$ cat src/bfdt_pkg.sv
// bfdt_pkg: shared types and constants for the brute-force distance transform
// holds field widths, op and register codes, and the square root request/response structs
// depends on nothing
`timescale 1ns / 1ps

package bfdt_pkg;

	// field widths
	localparam int COORD_W = 6;
	localparam int DIM_W   = 7;
	localparam int SQ_W    = 2 * DIM_W;
	localparam int BEST_W  = SQ_W + 1;
	localparam int DSQ_W   = 13;
	localparam int DFX_W   = 11;

	// square root: radicand is the squared distance scaled by 256
	localparam int FRAC_SH = 8;
	localparam int RAD_W   = BEST_W + FRAC_SH;
	localparam int ROOT_W  = (RAD_W + 1) / 2;
	localparam int BIT_W   = $clog2(ROOT_W);

	// saturation limits
	localparam logic [DSQ_W-1:0] DSQ_MAX = {DSQ_W{1'b1}};
	localparam logic [DFX_W-1:0] DFX_MAX = {DFX_W{1'b1}};

	// item op codes
	localparam logic OP_WRITE = 1'b0;
	localparam logic OP_QUERY = 1'b1;

	// register indexes
	localparam int REG_IDX_W = 2;
	localparam logic [REG_IDX_W-1:0] REG_WIDTH  = 2'd0;
	localparam logic [REG_IDX_W-1:0] REG_HEIGHT = 2'd1;

	typedef struct packed {
		logic              start;
		logic [BEST_W-1:0] value;
	} sqrt_req_t;

	typedef struct packed {
		logic             done;
		logic [DFX_W-1:0] root;
	} sqrt_rsp_t;

endpackage

$ cat src/bfdt_sqrt.sv
// bfdt_sqrt: iterative integer square root of the squared distance times 256
// one result bit per cycle, result saturated to the fixed point output width
// depends on bfdt_pkg
`timescale 1ns / 1ps

module bfdt_sqrt import bfdt_pkg::*; (
	input  logic      clk,
	input  logic      arst_n,
	input  sqrt_req_t req,
	output sqrt_rsp_t rsp
);

	logic [RAD_W-1:0]  rad_q;
	logic [ROOT_W-1:0] root_q;
	logic [BIT_W-1:0]  bit_q;
	logic              run_q;
	logic              done_q;
	logic [ROOT_W-1:0] trial;
	logic [2*ROOT_W-1:0] trial_sq;

	// trial root with the current bit set
	assign trial    = root_q | (ROOT_W'(1) << bit_q);
	assign trial_sq = (2*ROOT_W)'(trial) * (2*ROOT_W)'(trial);

	// control
	always_ff @(posedge clk or negedge arst_n) begin
		if (!arst_n) begin
			run_q  <= 1'b0;
			done_q <= 1'b0;
			bit_q  <= '0;
		end else begin
			done_q <= 1'b0;
			if (req.start) begin
				run_q <= 1'b1;
				bit_q <= BIT_W'(ROOT_W - 1);
			end else if (run_q) begin
				if (bit_q == '0) begin
					run_q  <= 1'b0;
					done_q <= 1'b1;
				end else begin
					bit_q <= bit_q - 1'b1;
				end
			end
		end
	end

	// datapath
	always_ff @(posedge clk) begin
		if (req.start) begin
			rad_q  <= {req.value, FRAC_SH'(0)};
			root_q <= '0;
		end else if (run_q && (trial_sq <= (2*ROOT_W)'(rad_q))) begin
			root_q <= trial;
		end
	end

	// saturated result
	assign rsp.done = done_q;
	assign rsp.root = (root_q > ROOT_W'(DFX_MAX)) ? DFX_MAX : root_q[DFX_W-1:0];

endmodule
$ cat config.mk
export PLATFORM = sky130hd
export DESIGN_NAME = bfdt_sqrt
export DESIGN_NICKNAME = d
export VERILOG_FILES = /design/src/bfdt_pkg.sv /design/src/bfdt_sqrt.sv
export SDC_FILE = /design/constraint.sdc
export NUM_CORES = 1
export LEC_CHECK = 0
export ABC_AREA = 1
export BUFFER_PORTS_ARGS = -buffer_cell sky130_fd_sc_hd__buf_2
export CAP_MARGIN = 20
export CORE_AREA = 3 3 118 120
export CTS_CLUSTER_SIZE = 28
export DETAILED_ROUTE_END_ITERATION = 10
export DIE_AREA = 0 0 121 123
export HOLD_SLACK_MARGIN = 0.05
export PLACE_DENSITY_LB_ADDON = 0.12
export SKIP_CTS_REPAIR_TIMING = 1
export SLEW_MARGIN = 10
export SYNTH_ARGS = -nofsm -noshare
export SYNTH_HDL_FRONTEND = slang
export SYNTH_SLANG_ARGS = --single-unit
$ cat constraint.sdc
create_clock -name clk -period 6.51 [get_ports clk]
set_clock_uncertainty 0.2 [all_clocks]
set_input_delay 0 -clock clk [delete_from_list [all_inputs] [get_ports clk]]
set_output_delay 0 -clock clk [all_outputs]
set_load 0.02 [all_outputs]
==> flow_summary.yaml, run 1 <==
worst_setup_path:
  r2r_slack_ns: -0.13
  end_kind: "register"
  crit_type: "reg2reg"
  arrival_ns: 6.65
  critPathLaunchType: "register"
  crit_fanout: 5
  crit_required_ns: 6.52
  cpMaxStageDelayCell: "fa_1"
  slowest_delay_ns: 0.52
  crit_path_frequent_cell: "nand2_1"
placed_design:
  io_buffers: 29
  post-place-ws_ns: -0.475
  place_area_um2: 6980
  place.gp.congestion: 0.907
  dp_hpwl_um: 12100
drt:
  drt_wl_total_um: 14800
  vias_per_cell: 4.66
  dr.pass1.iters: 6
  vias: 5008
  drt_iter0_drc: 173
  wl_per_cell_um: 13.7
  drc: 0
  ant_nets: 0
synth:
  synth.distinct_cells: 37
  yosysSeqAreaShare_pct: 14.5
  yosys.area.top_type: "fa_1"
  synth_area_leaders: "fa_1 28%, ha_1 16%, inv_1 14%, nand2_1 11%, edfxtp_1 7.8%"
  avgSynthCellArea_um2: 7.92
  yosysTopAreaCellShare_pct: 28.3
  synth_nets: 906
  synthesis.area_um2: 5800
  syn-instance-count: 732
  yosysWarnings: 0
  ys_ff_latch: 33
sta:
  drv_slew: 0
  maxSlewHeadroom_pct: 65.8
  max_freq_mhz: 151
  finalHoldViolations: 0
  min_period_ns: 6.64
  timing.final.ws_setup_ns: -0.131
  timing.final.crit_share_pct: 102
  setup_tns_ns: -1.38
  rsz0062_at_grt: "yes"
  finalSetupViolations: 12
  tightest_slew_ns: 0.513
layout:
  area_growth_pct: 36.8
  sequential_cell_area_um2: 842
  multi_input_area_um2: 4510
  insertedDiodeCount: 0
  layout.nets: 1071
  layout_commonest_cell: "inv_1"
  layout_common_cells: "195 x inv_1, 152 x nand2_1, 112 x buf_4, 76 x fa_1, 60 x ha_1"
  stdcell_area_um2: 7930
  drive_above_1_share_pct: 30.2
  nFillCells: 1124
  fin_util_pct: 60.6
floorplan:
  die_area_um2: 14900
  die_h_um: 123
  initial_utilization_pct: 44.3
  fp.coreArea_um2: 13100
  top_level_ports: 30
  die_w_um: 121
  core.rowCount: 42
cts:
  h-tree-depth: 2
  cts_tree: "done"
  clockBufferDepth: 2
  cts_buffers: 5
  insertion_delay_ns: 0.28
  clock-sinks: 33
  cts-root-buf: "clkbuf_16"
  clkTransAtPathRegs_ns: 0.05
grt:
  overflow: 0
  antenna_found_initial: 0
  grt_pass1_vias: 5130
  grt_use_total_pct: 19.4
  grt_pass1_wl_um: 23200
  grt_max_degree: 19
power:
  pwr_density_cell_nw_per_um2: 113
  power_mw: 0.900
  p_leak_nw: 4.53
  vdd_drop_max_v: 0.000224
hold_path:
  hp-class: "in2reg"
outcome:
  outcome: "finished, violations left"
  violations: "negative setup slack"
job:
  drv_cap: 0
cells by family after synthesis:
group | count (synthesis) | synth area share [%]
buf+inv | 231 | 15.2
simple gates | 226 | 15.9
fa+ha+maj | 156 | 44.3
compound gates | 61 | 6.30
flops | 33 | 14.5
xor+xnor | 23 | 3.48
mux | 2 | 0.388
state kept, by name, indices dropped and copies added (netlist names):
name    flops
rad_q      15
run_q       1
root_q     12
bit_q       4
done_q      1
metrics by stage:
stage                     std cells  hold WS (ns)
after floorplan                 732        -0.496
after global placement         1029        -0.371
after detailed placement       1029        -0.368
after CTS                      1037        -0.657
after global routing           1074         0.234
final                          1074         0.233
path summary, 6_finish.rpt:
path,startpoint,endpoint,cells after the start
setup / recovery,bit_q[1],root_q[3],36
hold / removal,req[5],rad_q[13],2
setup reg to reg,bit_q[1],root_q[3],36
hold reg to reg,root_q[5],root_q[5],2
max in group asynchronous,arst_n,bit_q[0],3
min in group asynchronous,arst_n,run_q,3
power breakdown:
group	switching [mW]	internal [mW]
registers	0.00617	0.232
logic	0.245	0.194
clock network	0.0826	0.140
total	0.334	0.566
cell usage after synthesis:
master / instances
o21bai_1: 2
o21ai_2: 1
nor2_4: 1
nor2_2: 2
buf_2: 1
nand4_1: 4
dfrtp_1: 6
nor3_1: 4
or2_2: 1
o31ai_1: 1
buf_4: 1
and2_1: 1
ha_1: 74
clkbuf_1: 14
a21oi_1: 28
nand2_2: 2
nand3_1: 15
nor4_1: 1
o21ai_1: 4
a21o_1: 1
dfxtp_1: 12
a21oi_2: 10
nor2_1: 18
xnor2_1: 10
fa_1: 82
a31oi_1: 1
buf_6: 1
mux2_2: 2
xor2_1: 13
nand2_1: 175
o21a_1: 1
edfxtp_1: 15
inv_1: 210
o21ai_0: 10
inv_2: 4
o211ai_1: 2
nand3_2: 2
cell type report:
class | count | share of cell area, %
flip-flops and latches | 33 | 10.6
clock buffers | 6 | 1.62
repair buffers | 175 | 17.8
well taps | 176 | 2.78
clock inverters | 2 | 0.126
inverters | 214 | 10.2
multi-input cells | 468 | 56.9
worst max-delay path, delay by kind of cell (launching register included):
kind,cells,cell delay (ns)
AO/OA/AOI/OAI,4,0.63
XOR/XNOR,1,0.19
adder cells (fa/ha/maj),8,3.11
buffers and inverters,11,1.12
flip-flops,1,0.42
AND/OR/NAND/NOR,12,0.88
layer usage:
metal / global-route usage, % / share of wire [%] / vias up
met4: 3.68 / 1.2 / 0
met1: 23.3 / 42 / 2434
met3: 2.42 / 2.6 / 16
met5: 0 / 0 / -
li1: - / - / 2496
met2: 37.2 / 54 / 62
Note: power is estimated with default switching activity, not from simulation.
==> run 2: changes to the inputs <==
ABC_AREA = unset   (was 1)
CORE_AREA = 3 3 119 121   (was 3 3 118 120)
DIE_AREA = 0 0 122 124   (was 0 0 121 123)
==> run 2 against run 1 <==
  * The run still ends with negative setup slack left
  * Wire length rose by 12%
  * Total power rose by 86%
  * Combinational power rose to 2.6 times the previous value
==> flow_summary.yaml, run 2 <==
placed_design:
  dp_hpwl_um: 13800
  io_buffers: 29
  place.gp.congestion: 0.942
floorplan:
  top_level_ports: 30
  fp.coreArea_um2: 13200
  die_w_um: 122
  core.rowCount: 42
  die_h_um: 124
  die_area_um2: 15100
  initial_utilization_pct: 44.6
layout:
  top_register: "rad_q"
  area_growth_pct: 41.4
  fin_util_pct: 63.0
  nFillCells: 1109
  sequential_cell_area_um2: 846
  largest_register_ffs: 15
  drive_above_1_share_pct: 39.6
  layout_common_cells: "141 x inv_1, 140 x buf_4, 73 x fa_1, 58 x ha_1, 49 x nand2_1"
  insertedDiodeCount: 0
  multi_input_area_um2: 4960
  reg_top3: "rad_q (15), root_q (12), bit_q (4)"
  layout.nets: 1021
  layout_commonest_cell: "inv_1"
synth:
  yosysSeqAreaShare_pct: 14.3
  yosysWarnings: 0
  yosysTopAreaCellShare_pct: 27.9
  synth_async_sr_flop_share_pct: 18.2
  ys_ff_latch: 33
  synth_area_leaders: "fa_1 28%, ha_1 16%, inv_1 10%, edfxtp_1 7.7%, nand2_1 4.3%"
  yosys.cell_count.top_type: "inv_1"
  avgSynthCellArea_um2: 8.97
  syn-instance-count: 655
  synth_nets: 829
  synthesis.area_um2: 5880
  ys.flop_type: "edfxtp_1"
  yosys.area.top_type: "fa_1"
  synth_edf_count: 15
  synth.distinct_cells: 63
  synth_common_cells: "156 x inv_1, 82 x fa_1, 74 x ha_1"
hold_path:
  worstHoldPathCells: 2
  hp-class: "in2reg"
  min-delay-start: "req[15]"
drt:
  dr.pass1.iters: 5
  drt_wl_total_um: 16500
  ant_nets: 0
  wl_per_cell_um: 16.1
  vias_per_cell: 4.99
  vias: 5113
  drt_iter0_drc: 235
  drc: 0
grt:
  grt_use_total_pct: 21.8
  overflow: 0
  grt_pass1_vias: 5169
  grt_pass1_wl_um: 25600
  antenna_found_initial: 0
  grt_max_degree: 34
outcome:
  violations: "negative setup slack"
  outcome: "finished, violations left"
cts:
  cts_tree: "done"
  clockBufferDepth: 2
  cts_buffers: 5
  clock-sinks: 33
  clkTransAtPathRegs_ns: 0.05
  h-tree-depth: 2
  cts-root-buf: "clkbuf_16"
  insertion_delay_ns: 0.29
worst_setup_path:
  crit_fanout: 4
  path_depth: 25
  crit_required_ns: 6.47
  crit_family: "adder cells"
  critPathBufInv: 5
  arrival_ns: 6.94
  r2r_cells: 25
  critPathLaunchType: "register"
  end_kind: "register"
  crit_path_frequent_cell: "fa_1"
  crit_type: "reg2reg"
  slowest_delay_ns: 0.60
  cpMaxStageDelayCell: "fa_1"
  startpoint: "bit_q[2]"
  r2r-start: "bit_q[2]"
sta:
  tightest_slew_ns: 0.785
  max_freq_mhz: 143
  maxSlewHeadroom_pct: 47.7
  timing.final.crit_share_pct: 107
  rsz0062_at_grt: "yes"
  finalHoldViolations: 0
  holdWs_ns: 0.109
  drv_slew: 0
  finalSetupViolations: 12
  timing.final.ws_setup_ns: -0.472
  min_period_ns: 6.98
power:
  p_leak_nw: 4.10
  p_int_mw: 0.919
  p_clk_share_pct: 15.2
  p_switching_mw: 0.757
  p_comb_share_pct: 68.9
  seq_power_share_pct: 15.9
  netSwitchingFraction_pct: 45.2
  power_mw: 1.68
  pwr_density_cell_nw_per_um2: 202
  vdd_drop_max_v: 0.000186
job:
  drv_cap: 0
run 2: changes by cell type after synthesis, moves of 9 or more:
cell / previous run / this run
nand2_1: 175 / 67
inv_1: 210 / 156
nor2_1: 18 / 47
or2_2: 1 / 12
clkbuf_1: 14 / 4
o32ai_1: 0 / 10
xor2_1: 13 / 4
run 2: final cells by class:
cell class / instances / share of cell area [%]
Tap cell: 176 / 2.65
Multi-Input combinational cell: 449 / 59.7
Clock buffer: 7 / 1.84
Sequential cell: 33 / 10.2
Clock inverter: 1 / 0.0602
Inverter: 162 / 7.80
Timing Repair Buffer: 196 / 17.8
run 2: worst reg2reg max path, delay by kind of cell, from the launching register on:
kind,cells,cell delay [ns]
adder cells (fa/ha/maj),7,3.22
XOR/XNOR,1,0.10
buffers and inverters,5,0.54
flip-flops,1,0.43
AND/OR/NAND/NOR,7,0.99
AO/OA/AOI/OAI,5,1.40
run 2: logic make-up (layout without fill, tap and decap cells):
| kind of cell | count (synthesis) | in the layout | share of synthesized area [%] |
|---|---|---|---|
| AND/OR/NAND/NOR | 178 | 178 | 14.2 |
| AO/OA/AOI/OAI | 92 | 92 | 12.0 |
| XOR/XNOR | 21 | 21 | 3.13 |
| adder cells (fa/ha/maj) | 156 | 156 | 43.7 |
| buffers and inverters | 173 | 366 | 12.3 |
| flip-flops | 33 | 33 | 14.3 |
| multiplexers | 2 | 2 | 0.383 |
run 2: per-layer routing:
layer  GRT usage (%)  wire length, µm
met5               0                0
met2            36.9             8330
met1            30.5             7420
met3            2.13              473
met4            4.55              275
run 2: power groups by stage:
| stage | Combinational [mW] | Clock [mW] | Sequential (mW) |
|---|---|---|---|
| 2_1_floorplan | 0.644 | 0 | 0.263 |
| 3_3_place_gp | 0.995 | 0 | 0.267 |
| 3_5_place_dp | 1.01 | 0 | 0.269 |
| 4_1_cts | 1.02 | 0.258 | 0.265 |
| 5_1_grt | 1.26 | 0.267 | 0.267 |
| 6_report | 1.16 | 0.255 | 0.266 |
run 2: per-stage QoR:
step	cell area, µm²	cells	worst slack (ns)	setup TNS [ns]
after global placement	7360	980	-0.670	-7.92
after global routing	8310	1024	-0.704	-8.20
after CTS	7520	988	-0.713	-8.44
after detailed placement	7360	980	-0.687	-8.08
final	8310	1024	-0.472	-5.03
after floorplan	6130	655	0.000836	0
run 2: final timing paths:
| path | endpoint | slack, ns |
|---|---|---|
| worst max-delay path | root_q[11] | -0.47 |
| worst min-delay path | bit_q[2] | 0.11 |
| worst max register to register | root_q[11] | -0.47 |
| worst min register to register | root_q[0] | 0.33 |
| max in group asynchronous | bit_q[2] | 5.39 |
| min in group asynchronous | bit_q[3] | 0.46 |
==> run 3: changes to the inputs <==
RECOVER_POWER = 100   (was unset)
==> run 3 against run 2 <==
  * The flow still finishes with violations (negative setup slack)
  * Sequential power about the same
  * Cell area fell by 0.29%
  * Non-clock buffer count stayed put
  * Clock power hardly changed
  * Setup slack improved by 0.0058 ns
  * Combinational power about the same
  * Clock-buffer cell count unchanged
  * Wire length shrank 0.11%
  * Register-to-register slack about the same
  * Critical path depth increased by 4
  * Cell count unchanged
  * Worst hold slack got worse by 0.0025 ns
==> flow_summary.yaml, run 3 (synthesis gave the netlist of run 2 again) <==
sta:
  max_freq_mhz: 143
  drv_slew: 0
  timing.final.crit_share_pct: 107
  holdWs_ns: 0.106
  rsz0062_at_grt: "yes"
  tightest_slew_ns: 0.789
  finalSetupViolations: 12
  timing.final.ws_setup_ns: -0.466
  maxSlewHeadroom_pct: 47.4
  min_period_ns: 6.98
  finalHoldViolations: 0
drt:
  ant_nets: 0
  vias_per_cell: 4.99
  drt_iter0_drc: 281
  wl_per_cell_um: 16.1
  vias: 5111
  dr.pass1.iters: 5
  drt_wl_total_um: 16500
  drc: 0
placed_design:
  place_area_um2: 7360
  dp_hpwl_um: 13800
  place.gp.congestion: 0.942
  io_buffers: 29
  post-place-ws_ns: -0.687
layout:
  layout_commonest_cell: "inv_1"
  stdcell_area_um2: 8290
  largest_register_ffs: 15
  area_growth_pct: 41.0
  top_register: "rad_q"
  layout_common_cells: "141 x inv_1, 137 x buf_4, 73 x fa_1, 58 x ha_1, 49 x nand2_1"
  reg_top3: "rad_q (15), root_q (12), bit_q (4)"
  layout.nets: 1021
  drive_above_1_share_pct: 38.1
  fin_util_pct: 62.8
  insertedDiodeCount: 0
worst_setup_path:
  cpMaxStageDelayCell: "fa_2"
  slowest_delay_ns: 0.56
  end_kind: "register"
  crit_type: "reg2reg"
  arrival_ns: 6.94
  crit_fanout: 5
  critPathLaunchType: "register"
  r2r_cells: 29
  crit_required_ns: 6.47
grt:
  grt_pass1_vias: 5169
  grt_max_degree: 34
  use_met2_pct: 36.9
  grt_use_met1_pct: 30.5
  grt_pass1_wl_um: 25600
  grt_use_total_pct: 21.8
  overflow: 0
  busiest_layer: "met2"
  antenna_found_initial: 0
  grt.met3_usage_pct: 2.13
cts:
  clockBufferDepth: 2
  h-tree-depth: 2
  cts_tree: "done"
  clkTransAtPathRegs_ns: 0.06
  cts_buffers: 5
  clock-sinks: 33
  insertion_delay_ns: 0.29
  cts-root-buf: "clkbuf_16"
hold_path:
  hp-class: "in2reg"
  worstHoldPathCells: 2
floorplan:
  fp.coreArea_um2: 13200
  core.rowCount: 42
  die_area_um2: 15100
  top_level_ports: 30
  die_h_um: 124
  initial_utilization_pct: 44.6
  die_w_um: 122
job:
  drv_cap: 0
power:
  vdd_drop_max_v: 0.000188
  power_mw: 1.66
  pwr_density_cell_nw_per_um2: 201
  p_leak_nw: 4.06
outcome:
  violations: "negative setup slack"
  outcome: "finished, violations left"
-- run 3: changes by cell type in the layout (fill, tap and decap cells not counted), sizes merged --
cell,delta
buf,-13
clkbuf,+13
-- run 3: final cells by class --
type                    count  area [µm²]
well taps                 176         220
clock inverters             1        5.00
fillers                  1117        4900
repair buffers            196        1460
multi-input cells         449        4960
clock buffers               7         153
flip-flops and latches     33         846
inverters                 162         648
-- run 3: power by group --
group	internal (mW)	total (mW)	switching, mW
clock network	0.162	0.256	0.0936
registers	0.242	0.266	0.0241
logic	0.501	1.14	0.640
total	0.904	1.66	0.757
-- run 3: path summary, 6_finish.rpt --
check / startpoint / to / slack (ns)
worst max-delay path: bit_q[2] / root_q[11] / -0.47
worst min-delay path: req[15] / bit_q[2] / 0.11
worst max register to register: bit_q[2] / root_q[11] / -0.47
worst min register to register: root_q[0] / root_q[0] / 0.33
max in group asynchronous: arst_n / bit_q[2] / 5.39
min in group asynchronous: arst_n / bit_q[3] / 0.46
-- run 3: critical path, delay by kind of cell (launching register included) --
| kind | cells | cell delay (ns) |
|---|---|---|
| buf+inv | 7 | 0.51 |
| flops | 1 | 0.43 |
| fa+ha+maj | 7 | 3.08 |
| simple gates | 9 | 1.30 |
| compound gates | 6 | 1.29 |
-- run 3: through the flow --
step           setup TNS, ns  std cells
2_1_floorplan              0        655
3_3_place_gp           -7.92        980
3_5_place_dp           -8.08        980
4_1_cts                -8.44        988
5_1_grt                -8.20       1024
6_report               -5.07       1024
-- run 3: layer usage --
layer	vias to the layer above	wire (µm)
li1	2475	-
met1	2528	7420
met2	84	8280
met3	24	495
met4	0	286
met5	-	0
